File: config.mk
export PLATFORM = sky130hd
export DESIGN_NAME = gbpq_ram
export DESIGN_NICKNAME = d
export VERILOG_FILES = /design/src/rtl/gbpq_ram.sv
export SDC_FILE = /design/constraint.sdc
export NUM_CORES = 1
export LEC_CHECK = 0
export ABC_AREA = 1
export BUFFER_PORTS_ARGS = -buffer_cell sky130_fd_sc_hd__buf_4
export CAP_MARGIN = 30
export CORE_MARGIN = 4
export CORE_UTILIZATION = 50
export CTS_CLUSTER_SIZE = 20
export DETAILED_ROUTE_END_ITERATION = 10
export HOLD_SLACK_MARGIN = 0.02
export PLACE_DENSITY_LB_ADDON = 0.25
export RECOVER_POWER = 50
export SLEW_MARGIN = 10
export SYNTH_ARGS = -nofsm -noshare
export SYNTH_HDL_FRONTEND = slang
export SYNTH_SLANG_ARGS = --single-unit
export TNS_END_PERCENT = 1
File: constraint.sdc
create_clock -name clk -period 1.5 [get_ports clk]
set_input_delay 0.3 -clock clk [delete_from_list [all_inputs] [get_ports clk]]
set_output_delay 0.3 -clock clk [all_outputs]
set_load 0.1 [all_outputs]
File: src/rtl/gbpq_ram.sv
`timescale 1ns / 1ps
// Simple dual-port memory with one write port and one registered read port.
// Used for the box store, the cell fill counts and the cell slot lists.
module gbpq_ram #(
    parameter int WIDTH = 8,
    parameter int DEPTH = 16
) (
    input  logic                     clk,
    input  logic                     we,
    input  logic [$clog2(DEPTH)-1:0] waddr,
    input  logic [WIDTH-1:0]         wdata,
    input  logic [$clog2(DEPTH)-1:0] raddr,
    output logic [WIDTH-1:0]         rdata
);

    logic [WIDTH-1:0] mem [DEPTH];

    always_ff @(posedge clk)
    begin
        if (we)
        begin
            mem[waddr] <= wdata;
        end
        rdata <= mem[raddr];
    end

endmodule

# --- Word-level counts from Yosys, hierarchy flattened ---
# Memories as Yosys holds them, arrays and structs flattened. A register that Yosys moved wholly into a read port is not among the register bits.
# Cells that the tools add are included.
classes:
  n_mux: 2
op_table:
  columns: ["op", "count"]
  rows:
  - ["1-bit two-way mux", 2]
word_totals:
  output_inout_bits: 8
  mem_bits_rw: 128
  n_memories: 1
  ff_bits: 0
mem_list:
  columns: ["name", "words", "width", "read_ports", "rd_ports_with_merged_regs", "wr", "line_no", "source"]
  rows:
  - ["mem", 16, 8, 1, 1, 1, "16", "logic [WIDTH-1:0] mem [DEPTH];"]

# --- Longest topological paths before layout ---
logic_depth:
  ltp_word: 2
  depth_mapped: 8

# --- Worst setup path after synthesis ---
# Ideal clock, no wire load.
synth_timing:
  kind: "input to register"
  from: "in waddr[2]"
  to: "mem mem[10][0] (enable)"
  n_path_buf: 0
  cell_stages: 2
  arrival_time_ns: 0.881
  setup_ns: 0.370
  t_required_ns: 1.130
  path_slack_ns: 0.249
  path_cell_list: "nand3b_1 nor2_1"
synth_rtl:
  columns: ["element", "line_no", "source"]
  rows:
  - ["start: declaration", "10", "input logic [$clog2(DEPTH)-1:0] waddr,"]
  - ["end: declaration", "16", null]
# No word-level cell before the write port.

# --- Worst setup path in the final report ---
layout_timing:
  from: "reg rdata[7], read port of mem"
  to: "out rdata[7]"
layout_rtl:
  columns: ["element", "line_no", "source"]
  rows:
  - ["start: declaration", "13", "output logic [WIDTH-1:0] rdata"]
# No word-level cell between the ends.

==> summary.txt <==
Timing
  • Post-route minimum period: roughly 1.3 ns
  • Hold_ws: ~0.24 ns
  • RSZ-0062 raised after global routing: no
  • Fin. max-slew vios: 0
  • Fmax: approximately 760 MHz
  • Setup TNS: 0 ns
  • Setup violations, final: 0
  • Skew final: 0.00742 ns
  • Max_slew headroom: 0.386
  • Crit share post-route: 0.876
  • Final Hold Vio Count: 0
  • Worst-Margin Slew: around 0.92 ns

Routing
  • ANT nets after route: 0
  • Via/cell ratio: 5.10
  • DRC viols: 0
  • Wire length per cell: about 17 µm
  • Router iterations before antenna repair: 7
  • Drt first-iter violations: between 300 and 400
  • Via count: 3814
  • Post-Route WL: between 10 and 15 mm

Synthesis
  • Cell taking the most area after synthesis: edfxtp_1
  • Post-Synth XOR/XNOR Area: 0
  • Avg Cell Area, Syn: between 10 and 15 µm²
  • Post-synthesis simple-gate area fraction: 0.210
  • #FFs+latches synth: between 100 and 150
  • Synth area leaders: edfxtp_1, nand2_1, nand3_1
  • Async S/R FF share, synth: 0
  • Most common flop cell mapped by yosys: edfxtp_1
  • Multiplexer area fraction after synthesis: 0
  • Yosys cell types: 12
  • Cell with the most instances after synthesis: nand2_1
  • Synth Area in Adders: 0
  • Number of flops mapped to enable cells by yosys: 128
  • Synth warn: 0
  • Synth Area in Compound Gates: 0
  • Post-synth top area share: 0.667
  • Mapped Nets: ~570
  • Cell area after synthesis: a little under 0.006 mm²
  • Synthesized instance count: approximately 550
  • Register area share after synthesis: 0.694
  • Post-synth top cells: nand2_1, edfxtp_1, inv_1, nand3_1, nor2_1
  • Main combinational cell family by area after synthesis: simple AND/OR/NAND/NOR gates

GRT
  • GRT Overall Usage: 0.206
  • Vias in the first global route: between 3000 and 4000
  • First-pass GRT wire length: roughly 20 mm
  • Initial antenna violation count: 0
  • Congestion Overflow GR: 0
  • Pin count of the biggest net entering global routing: 42

Clocking
  • H-Tree Depth: 4
  • CTS tree: built
  • Post-cts resize count: 0
  • CTS Buf Count: 17
  • Root Buffer: clkbuf_16
  • Clk slew on worst S/H paths: about 0.060 ns
  • CTS max path bufs: 2
  • TritonCTS Sinks: roughly 140
  • Hold-fix buffers at CTS: 0
  • Postcts setup bufs: 0
  • Clock latency on the worst-skew pair: 0.41 ns

Setup path
  • Crit path kind: reg -> out
  • Crit-path max cell delay: 0.32 ns
  • Startpoint types: flip-flop
  • CP bufs+invs: 1
  • Critical Path AT: around 1.0 ns
  • Critical path endpoint category: output pin
  • Crit path required time: about 1.2 ns
  • Critical-path top delay cell: dfxtp_1
  • Crit-path leading delay family: flip-flops
  • Critical path cell sequence: buf_4
  • Worst-path fanout max: 1

Placement
  • Final HPWL from detailed placement: approximately 7.5 mm
  • Final GP Congestion: 0.801
  • Port bufs: 25

Power
  • Total internal power: approximately 7.2 mW
  • Max IR drop VDD: about 0.72 mV
  • Net Sw Power: between 2 and 2.5 mW
  • Sw Share: 0.222
  • PD cells: 1380 mW/mm²
  • Combinational power share: 0.078
  • Pleak: just under 3 nW
  • Total power: ~9.3 mW
  • Flop pwr share: 0.459
  • Clock Power Share: 0.463

Layout
  • Core Util, Final: 0.612
  • Fill cells: about 900
  • Diode count: 0
  • Final nets: just over 600
  • Area Overhead vs Synth: 17.5%
  • Ratio of cells with drive above 1 in the final layout: 0.118

Status
  • Status: completed

Die
  • CORE AREA: roughly 0.011 mm²
  • Die ar.: around 0.013 mm²
  • Die Y: 115 µm
  • Io pins: 26
  • Cell Rows: 38
  • Chip Width: about 120 µm
  • Initial core utilization: 0.521

Job
  • Max-cap violations: 0

Min path
  • Hold WC Path Type: in -> reg
[cell families after synthesis]
family / after synthesis
buffers and inverters: 126
DFF: 136
and+or+nand+nor: 289
[metrics by stage]
step	worst slack (ns)	cell area, µm²	std cells
after floorplan	0.249	5770	551
after global placement	0.152	6190	716
after detailed placement	0.147	6190	716
after CTS	0.167	6810	748
after global routing	0.149	6780	748
final	0.186	6780	748
[cells in the final DEF (no fill, tap or decap)]
cell,count
edfxtp_1,128
clkinv_4,2
buf_12,4
inv_2,2
inv_1,100
dfxtp_1,8
clkinvlp_4,2
clkbuf_1,11
nor2_1,17
buf_4,35
bufinv_16,4
nand3b_1,2
nand3_1,97
clkinv_2,5
clkbuf_8,1
nand2_1,173
clkbuf_16,17
[power by group through the flow]
stage	sequential [mW]	clock (mW)	combinational (mW)
2_1_floorplan	4.53	0	0.300
3_3_place_gp	4.35	0	0.724
3_5_place_dp	4.35	0	0.734
4_1_cts	4.27	4.36	0.742
5_1_grt	4.28	4.57	0.789
6_report	4.27	4.32	0.729
[final cells by class]
cell class	instances	area, µm²	area share
well taps	140	175	0.0258
repair buffers	49	380	0.0561
clock buffers	19	443	0.0654
flip-flops and latches	136	4000	0.591
inverters	102	383	0.0565
multi-input cells	289	1210	0.179
clock inverters	13	178	0.0262
[final timing paths]
kind	from	to	slack [ns]	depth (start not counted)
setup / recovery	rdata[7]	rdata[7]	0.19	1
hold / removal	raddr[3]	rdata[2]	0.24	3
setup reg to reg	mem[4][2]	rdata[2]	0.43	6
hold reg to reg	mem[14][4]	rdata[4]	0.67	6
[routing by layer]
layer | global-route usage | vias to the layer above | part of all wire
li1 | - | 1864 | -
met1 | 0.269 | 1824 | 0.44
met2 | 0.327 | 104 | 0.49
met3 | 0.0558 | 22 | 0.043
met4 | 0.0845 | 0 | 0.024
met5 | 0 | - | 0
[sequential cells by signal, summed over array words and instances, names as in the netlist]
signal,count
rdata,8
mem,128
Note: power is estimated with default switching activity, not from simulation.
